### src/rtl/tsog_pkg.sv
// shared types and constants for the strided tensor offset generator
package tsog_pkg;

  localparam int CARRIED    = 4;
  localparam int IDX_W      = 32;
  localparam int OFS_W      = 63;
  localparam int SIZE_W     = 31;
  localparam int TERM_W     = 62;
  localparam int CFG_IDX_W  = 3;
  localparam int SEL_W      = 2;
  localparam int STRIDE_LSB = 32;

  localparam logic [1:0] STATUS_OK       = 2'd0;
  localparam logic [1:0] STATUS_RANK     = 2'd1;
  localparam logic [1:0] STATUS_RANGE    = 2'd2;
  localparam logic [1:0] STATUS_OVERFLOW = 2'd3;

  localparam logic [CFG_IDX_W-1:0] REG_RANK = 3'd0;
  localparam logic [CFG_IDX_W-1:0] REG_BASE = 3'd1;
  localparam logic [CFG_IDX_W-1:0] REG_DIM0 = 3'd2;

  typedef struct packed {
    logic              active;
    logic              bad;
    logic [TERM_W-1:0] term;
  } lane_res_t;

  typedef struct packed {
    logic [OFS_W-1:0] acc;
    logic [1:0]       status;
    logic [SEL_W-1:0] edim;
  } acc_t;

endpackage

### src/rtl/tsog_lane.sv
// one dimension lane: index selection, range check and stride product
module tsog_lane import tsog_pkg::*; #(
  parameter int LANE = 0
) (
  input  logic                    clk_i,
  input  logic                    en_i,
  input  logic                    func_i,
  input  logic [SEL_W-1:0]        shift_i,
  input  logic signed [IDX_W-1:0] idx_i [CARRIED],
  input  logic [OFS_W-1:0]        shape_i,
  input  logic                    active_i,
  output lane_res_t               res_o
);

  logic [SIZE_W-1:0] size;
  logic [SIZE_W-1:0] stride;
  logic [SEL_W-1:0]  sel;
  logic [IDX_W-1:0]  ix;
  lane_res_t         res_d;
  lane_res_t         res_q;

  always_comb begin
    size   = shape_i[SIZE_W-1:0];
    stride = shape_i[STRIDE_LSB +: SIZE_W];
    sel    = shift_i + SEL_W'(LANE);
    if (func_i && size == SIZE_W'(1)) begin
      ix = '0;
    end else begin
      ix = idx_i[sel];
    end
    res_d.active = active_i;
    res_d.bad    = ix[IDX_W-1] || (ix[SIZE_W-1:0] >= size);
    res_d.term   = TERM_W'(ix[SIZE_W-1:0]) * TERM_W'(stride);
  end

  always_ff @(posedge clk_i) begin
    if (en_i) begin
      res_q <= res_d;
    end
  end

  assign res_o = res_q;

endmodule

### config.mk
export PLATFORM = sky130hd
export DESIGN_NAME = tsog_lane
export DESIGN_NICKNAME = d
export VERILOG_FILES = /design/src/rtl/tsog_pkg.sv /design/src/rtl/tsog_lane.sv
export SDC_FILE = /design/constraint.sdc
export NUM_CORES = 2
export LEC_CHECK = 0
export BUFFER_PORTS_ARGS = -buffer_cell sky130_fd_sc_hd__buf_2
export CAP_MARGIN = 20
export CORE_ASPECT_RATIO = 1.4
export CORE_UTILIZATION = 60
export CTS_CLUSTER_DIAMETER = 60
export DETAILED_ROUTE_END_ITERATION = 8
export GPL_ROUTABILITY_DRIVEN = 0
export PLACE_DENSITY = 0.8
export SYNTH_ARGS = -nofsm -noshare
export SYNTH_HDL_FRONTEND = slang
export SYNTH_SLANG_ARGS = --single-unit
### constraint.sdc
create_clock -name clk_i -period 10.75 [get_ports clk_i]
set_input_delay 0.5375 -clock clk_i [delete_from_list [all_inputs] [get_ports clk_i]]
set_output_delay 0.5375 -clock clk_i [all_outputs]
set_load 0.02 [all_outputs]
# Word-level counts from Yosys, hierarchy flattened
# Cells that the tools add are included.
[totals] reg_bits=64 input_bits=197 out_inout_bits=64 wordCells=14
[op_classes] n_mul=1 magnitude_cmp=2 n_eq_ne=1 n_mux=4 bitwise=1 reduce_logical=2
[ops] cell="$mux W32" count=3
[ops] cell="$bmux W32 S2" count=1
[ops] cell="$mul A31 B31 Y62" count=1
[ops] cell="$eq A31 B1 Y1 const B" count=1
[ops] cell="$ge A31 B31 Y1" count=1
[ops] cell="$ge A3 B3 Y1 const B" count=1
[ops] cell="$not A2 Y3" count=1
[ops] cell="$logic_and A1 B1 Y1" count=1
[ops] cell="$logic_or A1 B1 Y1" count=1

# Logic depth before layout (Yosys ltp)
[logic_depth] depth_word=7 mapped_depth=32 ltp_nobuf=29

# Worst setup path after synthesis
# Ideal clock, no wire load.
[synth_timing] path_kind="input -> register" from="input port shift_i[0]" to="register res_q (netlist bit res_o[53]), data pin" setup_ns=0.275 t_arrival_ns=8.601 required_ns=10.475 path_slack_ns=1.874 path_stages=25 n_path_buf=4 cell_sequence="clkbuf_1 -> buf_1 -> mux4_2 -> nor2b_1 -> clkbuf_1 -> and2_1 -> fa_1 -> fa_1 -> fa_1 -> inv_1 -> fa_1 -> inv_1 -> fa_1 -> fa_1 -> fa_1 -> fa_1 -> ha_1 -> clkbuf_1 -> nand2_1 -> or4b_1 -> a311o_1 -> a2111oi_4 -> nor3_2 -> nor3_1 -> a211oi_1"
[synth_rtl] item="from (decl)" line_no="tsog_lane.sv:8" source="input logic [SEL_W-1:0] shift_i,"
[synth_rtl] item="to (signal assigned)" line_no="tsog_lane.sv:38" source="res_q <= res_d;"
[synth_rtl] item="to (decl)" line_no="tsog_lane.sv:20" source="lane_res_t res_q;"

==> run_results.csv <==
group,metric,value,unit
worst_hold_path,holdCritPathClass,"in2reg",
logic_synthesis,yosys_warnings,0,
cells_and_area,fillers,4627,
grt,antenna_found_initial,15,
routing,drt_iter0_markers,1765,
critical_path,cp-start-kind,"input pin",
routing,ant_nets,0,
routing,wire_per_inst,22.8,um
logic_synthesis,syn_inst,3722,
grt,grt_max_degree,61,
timing,final-setup-viol-count,0,
clocking,cts_buffer_depth,2,
clocking,cts.sinks,64,
logic_synthesis,synth_fp_nets,5042,
grt,grtUsageTotal,37.4,%
clocking,clkTransAtPathRegs,60,ps
logic_synthesis,yosysTopAreaCellShare,48.0,%
routing,via_count,27085,
floorplanning,die_area,59200,um2
floorplanning,dieHeight,287,um
clocking,cts_resized,0,
timing,layout_min_cycle_time,9720,ps
timing,rsz0062_at_grt,"no",
cells_and_area,area_delta_synth_final,6.63,%
logic_synthesis,synth_cell_types,59,
floorplanning,start_util,60.7,%
logic_synthesis,synth_ff_type,"edfxtp_1",
floorplanning,dieWidth,206,um
clocking,root_buffer,"clkbuf_16",
cells_and_area,fin_area,37200,um2
timing,max_freq,103,MHz
timing,tns,0,ps
logic_synthesis,ys_seq_area_share,5.50,%
critical_path,cp-end-kind,"register",
timing,final_max_slew_viol_count,0,
clocking,cts_buffers,9,
logic_synthesis,synth_most_common_cell,"fa_1",
clocking,cts_hold_buffers,0,
outcome,status,"completed",
logic_synthesis,synth_edf_count,64,
cells_and_area,largest_register_ffs,64,
clocking,htreeDepth,3,
clocking,postCtsSetupRepairBufs,0,
place,io_buffers,259,
routing,vias_per_cell,5.90,
place,dpl_worst_slack,882,ps
cells_and_area,nNetsFinal,5160,
grt,grt_pass1_wl,163000,um
clocking,cts_tree,"yes",
logic_synthesis,synth.avg_cell_area,9.38,um2
cells_and_area,final_util,64.8,%
routing,drtPass1Iterations,5,
critical_path,path_max_fanout,15,
critical_path,cp.arrival,9870,ps
timing,max_slew_margin,21.3,%
logic_synthesis,synth_largest_area_cell,"fa_1",
flow_run,maxCapViolations,0,
floorplanning,ioPinCount,261,
grt,grt-ovfl-total,0,
logic_synthesis,synthTopCellsByArea,"fa_1 (48%), ha_1 (10%), and2_1 (9.3%), inv_1 (8.7%), edfxtp_1 (5.5%)",
routing,wl,104000,um
timing,period_share,90.4,%
place,dpl_cell_area,36900,um2
cells_and_area,drive_gt1_share,10.8,%
routing,drc,0,
floorplanning,rows,104,
timing,fin_ws,1030,ps
logic_synthesis,synth_seq_cells,64,
critical_path,crit_type,"in2reg",
timing,final_hold_viol_count,0,
place,dp_hpwl,83200,um
logic_synthesis,async_reset_ff_share,0,%
logic_synthesis,yosys-top-cells-count,"fa_1 (837), inv_1 (809), and2_1 (522), nand2_1 (495), ha_1 (286)",
grt,grt_pass1_vias,30252,
floorplanning,core_area,57500,um2
logic_synthesis,netlist_area,34900,um2
timing,tightest_slew,1170,ps
critical_path,crit_required,10900,ps
area by class of cell:
type	instances	area, um2	share of cell area (%)
inverters	809	3040	8.15
flip-flops and latches	64	1920	5.16
multi-input cells	2635	29300	78.6
clock buffers	9	225	0.605
diodes	6	15.0	0.0403
well taps	742	928	2.49
clock inverters	6	85.1	0.228
repair buffers	321	1770	4.76
metrics by stage:
step	hold WS, ps	std cells
after floorplan	636	3722
after global placement	717	4571
after detailed placement	719	4571
after CTS	317	4586
after global routing	333	4589
final	331	4592
cell families after synthesis:
group                      share of synthesized area (%)
AOI/OAI and AO/OA                                   4.26
xor gates and xnor gates                            1.40
adders and majority gates                           58.2
buffers and inverters                               11.0
DFF                                                 5.50
muxes                                               2.09
and+or+nand+nor                                     17.5
cell usage in the layout, fill, tap and decap left out, types with 11 or more instances in the layout:
cell and n:
a21o_1 40, nand2b_1 11, xnor2_1 34, xor2_1 22, a21oi_1 73, buf_4 61
nor3_1 14, nand2_1 495, buf_2 259, ha_1 286, fa_1 837, nor2_1 39
nor2b_2 30, o21bai_1 17, edfxtp_1 64, and2_1 522, nand4_1 27, inv_1 809
mux4_2 32, o21ai_0 45
metal layers:
layer	global-route usage [%]	up-vias	share of wire, %
li1	-	11286	-
met1	38.1	13737	31
met2	64.0	1447	51
met3	8.20	607	7.7
met4	33.1	8	11
met5	0	-	0.048
critical path, cell delays in order:
cell and delay [ps]:
buf_2 100, nor4_1 320, nand4_1 210, nor2_4 580, buf_4 340, nor2b_2 220, buf_4 270, and2_1 190
fa_1 510, fa_1 520, inv_1 50, fa_1 470, fa_1 520, inv_1 50, fa_1 560, fa_1 430
fa_1 570, fa_1 700, ha_1 350, a21oi_1 230, o21ai_0 140, o31ai_1 700, o21a_1 350, a21oi_1 220
or4_1 510, and4_1 180
worst paths after layout:
kind / start / endpoint / slack [ps] / depth (start not counted)
setup / recovery: shape_i[14] / res_o[55] / 1030 / 26
hold / removal: active_i / res_o[63] / 330 / 1
Power is left out: the tool's default activity adds up to more than one toggle a clock period on the data nets, which glitch-free logic cannot reach.
