**config.mk**
```make
export PLATFORM = sky130hd
export DESIGN_NAME = tsog_merge
export DESIGN_NICKNAME = d
export VERILOG_FILES = /design/src/rtl/tsog_pkg.sv /design/src/rtl/tsog_merge.sv
export SDC_FILE = /design/constraint.sdc
export NUM_CORES = 1
export LEC_CHECK = 0
export ABC_AREA = 1
export BUFFER_PORTS_ARGS = -buffer_cell sky130_fd_sc_hd__clkbuf_2
export CORE_AREA = 2 2 253 255
export CTS_CLUSTER_DIAMETER = 50
export DETAILED_ROUTE_END_ITERATION = 8
export DIE_AREA = 0 0 255 257
export GPL_TIMING_DRIVEN = 1
export SETUP_SLACK_MARGIN = 0.4
export SLEW_MARGIN = 20
export SYNTH_ARGS = -nofsm -noshare
export SYNTH_HDL_FRONTEND = slang
export SYNTH_SLANG_ARGS = --single-unit
```
**constraint.sdc**
```tcl
create_clock -name clk_i -period 2.45 [get_ports clk_i]
set_input_delay 0.49 -clock clk_i [delete_from_list [all_inputs] [get_ports clk_i]]
set_output_delay 0.49 -clock clk_i [all_outputs]
set_load 0.02 [all_outputs]
```
**src/rtl/tsog_pkg.sv**
```systemverilog
// shared types and constants for the strided tensor offset generator
package tsog_pkg;

  localparam int CARRIED    = 4;
  localparam int IDX_W      = 32;
  localparam int OFS_W      = 63;
  localparam int SIZE_W     = 31;
  localparam int TERM_W     = 62;
  localparam int CFG_IDX_W  = 3;
  localparam int SEL_W      = 2;
  localparam int STRIDE_LSB = 32;

  localparam logic [1:0] STATUS_OK       = 2'd0;
  localparam logic [1:0] STATUS_RANK     = 2'd1;
  localparam logic [1:0] STATUS_RANGE    = 2'd2;
  localparam logic [1:0] STATUS_OVERFLOW = 2'd3;

  localparam logic [CFG_IDX_W-1:0] REG_RANK = 3'd0;
  localparam logic [CFG_IDX_W-1:0] REG_BASE = 3'd1;
  localparam logic [CFG_IDX_W-1:0] REG_DIM0 = 3'd2;

  typedef struct packed {
    logic              active;
    logic              bad;
    logic [TERM_W-1:0] term;
  } lane_res_t;

  typedef struct packed {
    logic [OFS_W-1:0] acc;
    logic [1:0]       status;
    logic [SEL_W-1:0] edim;
  } acc_t;

endpackage

```
**src/rtl/tsog_merge.sv**
```systemverilog
// merge step: folds one lane into the running offset and first-failure status
module tsog_merge import tsog_pkg::*; #(
  parameter int NLANE = 4,
  parameter int STEP  = 0
) (
  input  logic      clk_i,
  input  logic      en_i,
  input  acc_t      acc_i,
  input  lane_res_t lanes_i [NLANE],
  output acc_t      acc_o,
  output lane_res_t lanes_o [NLANE]
);

  logic [OFS_W:0] sum;
  acc_t           acc_d;
  acc_t           acc_q;
  lane_res_t      lanes_q [NLANE];

  always_comb begin
    acc_d = acc_i;
    sum   = {1'b0, acc_i.acc} + (OFS_W+1)'(lanes_i[STEP].term);
    if (acc_i.status == STATUS_OK && lanes_i[STEP].active) begin
      if (lanes_i[STEP].bad) begin
        acc_d.status = STATUS_RANGE;
        acc_d.edim   = SEL_W'(STEP);
      end else if (sum[OFS_W]) begin
        acc_d.status = STATUS_OVERFLOW;
        acc_d.edim   = SEL_W'(STEP);
      end else begin
        acc_d.acc = sum[OFS_W-1:0];
      end
    end
  end

  always_ff @(posedge clk_i) begin
    if (en_i) begin
      acc_q   <= acc_d;
      lanes_q <= lanes_i;
    end
  end

  assign acc_o   = acc_q;
  assign lanes_o = lanes_q;

endmodule

```
# Word level (Yosys, flattened, before mapping)
# Cells that the tools add are included.
[classes]
addsub = 1
mux = 5
reduce_logical = 2
[op_table]
columns = ["operator", "n"]
rows = [
  ["two-way mux 63 bit", 2],
  ["two-way mux 67 bit", 1],
  ["adder 63 x 62 -> 64 bit", 1],
  ["two-way mux 4 bit", 2],
  ["zero test 2 bit", 1],
  ["logical AND 1 bit", 1],
]
[word_totals]
register_bits = 323
output_inout_bits = 323
word_cells = 23

# Depth between registers and ports, before layout
# Gate-level depths: netlist of the first run.
[logic_depth]
ltp_word = 4
mapped_depth = 17

# Worst setup path before layout of the first run
# Ideal clock, no wire load.
[synth_path]
kind = "input port to flip-flop"
startpoint = "in acc_i[4] (netlist bit)"
endpoint = "reg acc_q, in the netlist acc_o[66], data pin"
arrival_time_ns = 2.164
required_time_ns = 2.198
slack_ns = 0.034
cell_stages = 17
path_buffers = 0
cell_sequence = "ha_1 inv_1 fa_1 inv_1 nand3_1 nand3_1 nand2_1 nand2_1 nand2_1 nand2_1 nand2_1 nand2_1 nand3_1 nand2_1 nand2_1 nand2_1 nand2_1"
[synth_rtl]
columns = ["element", "line_no", "source"]
rows = [
  ["from (decl)", "tsog_merge.sv:8", "input acc_t acc_i,"],
  ["to (signal assigned)", "tsog_merge.sv:37", "acc_q <= acc_d;"],
  ["to (decl)", "tsog_merge.sv:16", "acc_t acc_q;"],
]

==> results of run 1 <==
worst max-delay path by stage:
stage	from	cells after the start	slack (ns)	to
finish	lanes_i[230]	15	0.44	acc_o[55]$_DFFE_PP_
global placement	lanes_i[243]	12	-0.28	acc_o[54]$_DFFE_PP_
CTS	acc_i[40]	14	0.38	acc_o[54]$_DFFE_PP_
floorplan	acc_i[46]	13	0.26	acc_o[53]$_DFFE_PP_
detailed placement	lanes_i[230]	14	-0.31	acc_o[54]$_DFFE_PP_
global route	acc_i[11]	14	0.38	acc_o[52]$_DFFE_PP_
flip-flops by register name, summed over array words and instances, names as in the netlist:
name	cells
acc_o	67
lanes_o	256
routing by layer:
metal  global-route usage (%)  vias to the layer above  share of wire [%]
met4                     10.9                       16                5.2
met5                        0                        -               0.13
li1                         -                     7419                  -
met3                     6.46                      146                7.8
met2                     40.1                      551                 47
met1                     27.7                     7148                 40
final cells by class:
cell class	instances	area [um^2]	area share, %
Antenna cell	7	17.5	0.0687
Clock buffer	53	1330	5.20
Clock inverter	44	419	1.64
Inverter	272	1020	4.00
Multi-Input combinational cell	1070	6440	25.3
Sequential cell	323	9700	38.0
Tap cell	846	1060	4.15
Timing Repair Buffer	924	5510	21.6
placed cells by master, fill, tap and decap left out, types with 7 or more instances in the layout:
cell type,count
clkbuf_2,645
nor2_4,8
o21bai_1,9
nor3_1,8
clkinv_2,7
buf_4,262
inv_2,12
nor2_1,81
xnor2_1,27
nand2_4,8
clkinv_4,12
clkbuf_16,54
xor2_1,7
nand2_1,553
nand3_2,23
nand2_2,58
buf_12,13
inv_6,12
ha_4,56
nor2_2,24
o21ai_0,43
nand3_1,50
diode_2,7
edfxtp_1,323
a21oi_1,46
inv_1,260
nand4_1,7
nand3b_1,19
a21oi_2,11
cell families after synthesis:
group	share of synthesized area (%)
compound gates	4.14
buf+inv	6.90
simple gates	21.8
flops	60.3
fa+ha+maj	4.95
xor+xnor	1.85
through the flow:
step                      setup TNS, ns  utilization (%)  worst slack, ns
final                                 0             40.6            0.439
after global routing                  0             40.6            0.376
after CTS                             0             39.9            0.384
after detailed placement         -14.33             37.0           -0.310
after global placement           -12.22             37.0           -0.275
after floorplan                       0                -            0.259
power groups by stage:
stage	registers, W	logic [W]	clock network [W]
after global placement	0.00686	0.00391	0
final	0.00676	0.00402	0.00742
after detailed placement	0.00686	0.00391	0
after global routing	0.00681	0.00432	0.00780
after CTS	0.00677	0.00394	0.00758
after floorplan	0.00741	0.00121	0
what timing repair did:
item | 4_1_cts | 5_1_grt
gates cloned | 0 | 2
endpoints found under the setup margin | 16 | 42
pin swaps | 2 | 27
gates resized for setup | 7 | 90
setup buffers | 0 | 11
==> flow_metrics.env, run 1 <==
export IMPL_status="finished, final reports clean"
export IMPL_cp_top_family="simple AND/OR/NAND/NOR gates"
export IMPL_clockPowerShare_pct=40.8
export IMPL_cp_arrival_ns=2.39
export IMPL_cts_root_buffer="clkbuf_16"
export IMPL_ant_nets=0
export IMPL_synthesis_nets=2065
export IMPL_ir_drop_uv=564
export IMPL_yosysWarnings=0
export IMPL_fin_crit_sh_pct=82.1
export IMPL_fin_nets=3032
export IMPL_synth_area_leaders="edfxtp_1 (60%), nand2_1 (14%), inv_1 (6.2%)"
export IMPL_worst_setup_path_type="input pin to flip-flop"
export IMPL_synth_avg_cell_area_um2=9.59
export IMPL_crit_chain="clkbuf_2 -> ha_4 -> nand2_2 -> nor2_2 -> inv_2 -> nor2_4 -> nand2_2 -> nor3_4 -> nand2_4 -> nand3_4 -> buf_12 -> clkbuf_16 -> nand2_1 -> inv_1 -> nor2_1"
export IMPL_max_freq_mhz=497
export IMPL_yosys_most_used_dff="edfxtp_1"
export IMPL_rsz0062_at_grt="yes"
export IMPL_fp_dieH_um=257
export IMPL_internal_power_w=0.0124
export IMPL_cp_slowest_cell="ha_4"
export IMPL_die_area_um2=65500
export IMPL_whs_ns=0.0352
export IMPL_top_level_ports=648
export IMPL_synthCells=1677
export IMPL_synth_edf_count=323
export IMPL_synthDominantCellAreaShare_pct=60.3
export IMPL_drt_iter0_markers=1054
export IMPL_fin_crit_ns=2.01
export IMPL_port_buffers=647
export IMPL_total_power_w=0.0182
export IMPL_start_util_pct=25.6
export IMPL_detail_route_vias_per_cell=4.32
export IMPL_p_switching_w=0.00576
export IMPL_hold_violations=0
export IMPL_ctsHoldBuffers=0
export IMPL_gp_congestion=0.950
export IMPL_synth_most_common_cell="nand2_1"
export IMPL_clk_pin_slew_ns=0.06
export IMPL_worstMarginPinSlew_ns=0.621
export IMPL_cpPeakStageDelay_ns=0.31
export IMPL_maxCapViolCount=0
export IMPL_synth_ff_latch_count=323
export IMPL_seqPwrFrac_pct=37.2
export IMPL_setup_viol=0
export IMPL_combPwrFrac_pct=22.1
export IMPL_wirelength_um=80200
export IMPL_crit_buf_inv=5
export IMPL_clockBufferDepth=3
export IMPL_ys_seq_area_share_pct=60.3
export IMPL_num_rows=92
export IMPL_slew_viol_final=0
export IMPL_path_common_cell="nand2_2"
export IMPL_cts_tree="done"
export IMPL_drc=0
export IMPL_antenna_found_initial=19
export IMPL_grtUsageTotal_pct=23.7
export IMPL_min_path_cells=1
export IMPL_critPathLaunchType="input pin"
export IMPL_grt_pass1_vias=15346
export IMPL_grt_pass1_wl_um=109000
export IMPL_place_area_um2=23200
export IMPL_p_leak_nw=12.4
export IMPL_synth_cell_types=34
export IMPL_synthTopCellsByCount="nand2_1 (600), edfxtp_1 (323), inv_1 (264)"
export IMPL_cts_sinks=323
export IMPL_dp_hpwl_um=67600
export IMPL_coreArea_um2=62700
export IMPL_hp_class="input pin to flip-flop"
export IMPL_fillers=6300
export IMPL_grt_max_degree=74
export IMPL_syn_area_um2=16100
export IMPL_yosysTopAreaCell="edfxtp_1"
export IMPL_dp_cells=3422
export IMPL_worstHoldEndpoint="lanes_o[147]$_DFFE_PP_"
export IMPL_slew_headroom_pct=58.4
export IMPL_cp_max_fo=5
export IMPL_drive_gt1_share_pct=45.8
export IMPL_worstHoldStart="lanes_i[147]"
export IMPL_stdcell_area_um2=25500
export IMPL_grt_overflow_total=0
export IMPL_cp_end_kind="flip-flop"
export IMPL_p_per_area_nw_per_um2=714
export IMPL_dr_pass1_iters=5
export IMPL_drt_wirelength_per_cell_um=22.7
export IMPL_stdcell_count=3539
export IMPL_required_ns=2.83
export IMPL_switching_share_pct=31.6
export IMPL_async_reset_ff_share_pct=0
export IMPL_cts_made_buffers=53
export IMPL_cts_max_level=2
export IMPL_vias=15280
export IMPL_area_growth_synth_to_final_pct=58.6
export IMPL_die_x_um=255
Power figures use the tool's default switching activity.
==> run 2, diff against run 1 <==
==> constraint.sdc (replaced) <==
create_clock -name clk_i -period 1.8 [get_ports clk_i]
set_input_delay 0.36 -clock clk_i [delete_from_list [all_inputs] [get_ports clk_i]]
set_output_delay 0.36 -clock clk_i [all_outputs]
set_load 0.02 [all_outputs]
==> flow_metrics.env, run 2 (same netlist as run 1, synthesis figures left out) <==
export IMPL_drt_wirelength_per_cell_um=22.2
export IMPL_dp_slack_ns=-0.797
export IMPL_grt_max_degree=48
export IMPL_wirelength_um=85800
export IMPL_whs_ns=0.0193
export IMPL_slew_headroom_pct=75.1
export IMPL_coreArea_um2=62700
export IMPL_critPathLaunchType="input pin"
export IMPL_hp_class="input pin to flip-flop"
export IMPL_cts_max_level=2
export IMPL_max_freq_mhz=535
export IMPL_required_ns=2.16
export IMPL_violations="negative setup slack"
export IMPL_slew_viol_final=0
export IMPL_grt_pass1_vias=17334
export IMPL_start_util_pct=25.6
export IMPL_grtUsageTotal_pct=25.3
export IMPL_antenna_found_initial=23
export IMPL_worst_setup_path_type="input pin to flip-flop"
export IMPL_largest_reg_flops=256
export IMPL_cp_end_kind="flip-flop"
export IMPL_hold_violations=0
export IMPL_ant_nets=0
export IMPL_die_x_um=255
export IMPL_gp_congestion=0.958
export IMPL_fp_dieH_um=257
export IMPL_num_rows=92
export IMPL_clk_pin_slew_ns=0.06
export IMPL_final_common_cell="clkbuf_2"
export IMPL_p_leak_nw=14.2
export IMPL_top_level_ports=648
export IMPL_rsz0062_at_grt="yes"
export IMPL_fillers=5872
export IMPL_setup_ws_ns=-0.0699
export IMPL_p_per_area_nw_per_um2=854
export IMPL_cp_max_fo=6
export IMPL_dp_hpwl_um=68000
export IMPL_cts_root_buffer="clkbuf_16"
export IMPL_cts_tree="done"
export IMPL_drive_gt1_share_pct=47.8
export IMPL_fin_crit_sh_pct=104
export IMPL_dr_pass1_iters=5
export IMPL_grt_pass1_wl_um=118000
export IMPL_grt_overflow_total=0
export IMPL_detail_route_vias_per_cell=4.40
export IMPL_fin_crit_ns=1.87
export IMPL_drt_iter0_markers=1124
export IMPL_maxCapViolCount=0
export IMPL_status="complete, but fails checks"
export IMPL_vias=16971
export IMPL_drc=0
export IMPL_final_cell_mix="clkbuf_2 (558), nand2_1 (472), edfxtp_1 (323)"
export IMPL_total_power_w=0.0256
export IMPL_worstMarginPinSlew_ns=0.373
export IMPL_final_setup_tns_ns=-1.02
export IMPL_die_area_um2=65500
export IMPL_area_growth_synth_to_final_pct=86.6
export IMPL_setup_viol=31
export IMPL_cts_made_buffers=51
export IMPL_port_buffers=647
export IMPL_cp_arrival_ns=2.23
export IMPL_clockBufferDepth=3
export IMPL_fin_nets=3343
export IMPL_ir_drop_uv=775
export IMPL_cts_sinks=323
run 2: cell types whose count changed in the layout (fill, tap and decap cells not counted), sizes merged:
cell         before  now
buf             278  393
bufinv            2    1
clkbuf          699  655
clkinv           24   14
clkinvlp          2    3
diode             7   15
dlygate4sd3       0  248
inv             288  289
run 2: worst max-delay path, stage by stage:
cell	delay (ns)
clkbuf_2	0.12
ha_4	0.32
nand2_4	0.06
buf_4	0.14
nor3_4	0.22
nand2_2	0.11
nor3_4	0.17
nand2_4	0.10
nand3_4	0.15
buf_12	0.15
buf_12	0.12
clkbuf_16	0.14
o21ai_1	0.07
run 2: stage by stage:
step	area, um^2	util [%]	instances
6_report	30000	47.8	3857
5_1_grt	30000	47.8	3851
4_1_cts	29000	46.2	3816
3_5_place_dp	23400	37.2	3441
3_3_place_gp	23400	37.2	3441
2_1_floorplan	16900	-	1677
run 2: area by class of cell:
type	count	area [um^2]	share of cell area, %
antenna	15	37.5	0.125
clock buffer	59	1330	4.43
clock inverter	35	352	1.17
inverter	272	1020	3.41
multi-input combinational	1070	7110	23.7
sequential	323	9700	32.3
tap	846	1060	3.53
timing repair buffer	1237	9390	31.3
run 2: path summary, 6_finish.rpt:
kind / slack [ns] / to / start / depth (start not counted)
setup / recovery: -0.07 / acc_o[29]$_DFFE_PP_ / lanes_i[236] / 13
hold / removal: 0.02 / lanes_o[201]$_DFFE_PP_ / lanes_i[201] / 1
run 2: where the power goes:
part / total [W] / leakage [nW] / internal (W) / switching [W]
registers: 0.00925 / 3.16 / 0.00898 / 0.000270
clock network: 0.00973 / 0.810 / 0.00563 / 0.00411
logic: 0.00664 / 10.2 / 0.00292 / 0.00372
total: 0.0256 / 14.2 / 0.0175 / 0.00810
run 2: routing by layer:
metal	track usage, %	wire, um	vias to the layer above	part of all wire (%)
met5	0	108	-	0.13
met4	13.5	5170	16	6.0
met3	6.35	6420	202	7.5
met2	42.4	40400	672	47
met1	29.6	33800	8016	39
li1	-	-	8065	-
run 2: timing repair:
action,in CTS,in global routing
buffers inserted,27,22
gates cloned,7,3
hold buffers,247,1
pin swaps,38,87
resized for setup,254,289
endpoints found under the hold margin,247,1
setup endpoints to repair,390,390
==> run 3, diff against run 2 <==
--- a/config.mk
+++ b/config.mk
@@ -7,11 +7,12 @@
 export LEC_CHECK = 0
 export ABC_AREA = 1
 export BUFFER_PORTS_ARGS = -buffer_cell sky130_fd_sc_hd__clkbuf_2
-export CORE_AREA = 2 2 253 255
+export CORE_AREA = 4 4 248 250
 export CTS_CLUSTER_DIAMETER = 50
 export DETAILED_ROUTE_END_ITERATION = 8
-export DIE_AREA = 0 0 255 257
+export DIE_AREA = 0 0 252 254
 export GPL_TIMING_DRIVEN = 1
+export PLACE_DENSITY = 0.61
 export SETUP_SLACK_MARGIN = 0.4
 export SLEW_MARGIN = 20
 export SYNTH_ARGS = -nofsm -noshare
==> flow_metrics.env, run 3 (same netlist as run 1, synthesis figures left out) <==
export IMPL_drt_wirelength_per_cell_um=23.7
export IMPL_p_per_area_nw_per_um2=840
export IMPL_cts_max_level=2
export IMPL_cts_tree="done"
export IMPL_worst_setup_path_type="input pin to flip-flop"
export IMPL_slew_headroom_pct=71.1
export IMPL_dr_pass1_iters=5
export IMPL_cts_made_buffers=45
export IMPL_worstMarginPinSlew_ns=0.429
export IMPL_critPathLaunchType="input pin"
export IMPL_start_util_pct=27.2
export IMPL_num_rows=89
export IMPL_vias=17130
export IMPL_fin_crit_sh_pct=107
export IMPL_stdcell_count=3767
export IMPL_die_x_um=252
export IMPL_drive_gt1_share_pct=48.3
export IMPL_rsz0062_at_grt="yes"
export IMPL_area_growth_synth_to_final_pct=88.1
export IMPL_wirelength_um=89300
export IMPL_ant_nets=0
export IMPL_grtUsageTotal_pct=26.6
export IMPL_die_area_um2=64000
export IMPL_final_common_cell="clkbuf_2"
export IMPL_grt_pass1_wl_um=123000
export IMPL_max_freq_mhz=520
export IMPL_required_ns=2.13
export IMPL_slew_viol_final=0
export IMPL_port_buffers=647
export IMPL_antenna_found_initial=7
export IMPL_setup_ws_ns=-0.125
export IMPL_fp_dieH_um=254
export IMPL_status="complete, but fails checks"
export IMPL_cp_end_kind="flip-flop"
export IMPL_cp_top_family="simple AND/OR/NAND/NOR gates"
export IMPL_cts_root_buffer="clkbuf_16"
export IMPL_cpPeakStageDelay_ns=0.31
export IMPL_top_level_ports=648
export IMPL_hp_class="input pin to flip-flop"
export IMPL_grt_pass1_vias=17654
export IMPL_grt_max_degree=53
export IMPL_dp_cells=3394
export IMPL_cts_sinks=323
export IMPL_maxCapViolCount=0
export IMPL_cp_slowest_cell="ha_4"
export IMPL_ir_drop_uv=884
export IMPL_crit_buf_inv=3
export IMPL_gp_congestion=0.958
export IMPL_final_setup_tns_ns=-4.45
export IMPL_fin_nets=3339
export IMPL_grt_overflow_total=0
export IMPL_cp_max_fo=6
export IMPL_detail_route_vias_per_cell=4.55
export IMPL_clockBufferDepth=3
export IMPL_drc=0
export IMPL_largest_reg_flops=256
export IMPL_violations="negative setup slack"
export IMPL_final_cell_mix="clkbuf_2 (506), nand2_1 (473), edfxtp_1 (323)"
export IMPL_cp_arrival_ns=2.25
export IMPL_crit_chain="buf_2 -> ha_4 -> nand2_2 -> nor3_4 -> nand2_2 -> nor3_4 -> nand2_4 -> buf_12 -> nand2_8 -> nor2_8 -> buf_12 -> nand3_1 -> nand2_1"
export IMPL_dp_hpwl_um=71300
export IMPL_drt_iter0_markers=1086
export IMPL_hold_violations=0
export IMPL_coreArea_um2=59000
export IMPL_setup_viol=66
export IMPL_fin_crit_ns=1.92
export IMPL_clk_pin_slew_ns=0.05
export IMPL_p_leak_nw=14.3
[run 3: changes by cell type in the layout (fill, tap and decap cells not counted), moves of 7 or more]
| cell | change |
|---|---|
| nand2_4 | -11 |
| diode_2 | -7 |
| inv_6 | -7 |
| clkbuf_16 | -8 |
| inv_1 | +8 |
| dlygate4sd3_1 | -16 |
| inv_2 | -10 |
| o21ai_0 | -11 |
| clkbuf_8 | +66 |
| clkbuf_2 | -52 |
| nand2_2 | +10 |
[run 3: where the power goes]
group | total, W | leakage [nW] | internal, W | switching, W
Sequential | 0.00933 | 3.16 | 0.00899 | 0.000348
Clock | 0.00927 | 0.747 | 0.00554 | 0.00373
Combinational | 0.00682 | 10.4 | 0.00308 | 0.00373
Total | 0.0254 | 14.3 | 0.0176 | 0.00781
[run 3: worst paths after layout]
| kind | from | endpoint | slack [ns] | cells after the start |
|---|---|---|---|---|
| min | lanes_i[250] | lanes_o[250]$_DFFE_PP_ | 0.03 | 1 |
| max | lanes_i[235] | acc_o[54]$_DFFE_PP_ | -0.12 | 13 |
[run 3: final cells by class]
cell class / instances / area (um^2)
multi-input cells: 1071 / 7120
fillers: 5345 / 28800
well taps: 773 / 967
repair buffers: 1238 / 9860
diodes: 8 / 20.0
clock inverters: 34 / 408
inverters: 272 / 1030
clock buffers: 48 / 1140
flip-flops and latches: 323 / 9700
[run 3: repair_timing]
item | in CTS | in global routing
pin swaps | 57 | 70
hold buffers | 230 | 2
gates cloned | 4 | 2
buffers inserted | 31 | 14
endpoints found under the hold margin | 230 | 2
resized for setup | 396 | 257
endpoints found under the setup margin | 390 | 390
[run 3: metal layers]
metal	vias to the layer above	wire [um]	global-route usage, %
met5	-	135	0
met4	8	3570	9.27
met3	145	6110	5.27
met2	647	43400	45.7
met1	8293	36100	33.5
li1	8037	-	-
[run 3: per-stage QoR]
| stage | hold slack (ns) | util, % | total power (W) | setup slack (ns) | instance area [um^2] |
|---|---|---|---|---|---|
| global route | 0.00264 | 51.2 | 0.0264 | -0.168 | 30200 |
| global placement | 0.538 | 39.8 | 0.0148 | -0.959 | 23500 |
| detailed placement | 0.539 | 39.8 | 0.0148 | -1.00 | 23500 |
| CTS | 0.000356 | 49.6 | 0.0252 | -0.0989 | 29300 |
| finish | 0.0298 | 51.2 | 0.0254 | -0.125 | 30200 |
| floorplan | 0.459 | - | 0.0117 | -0.261 | 16900 |
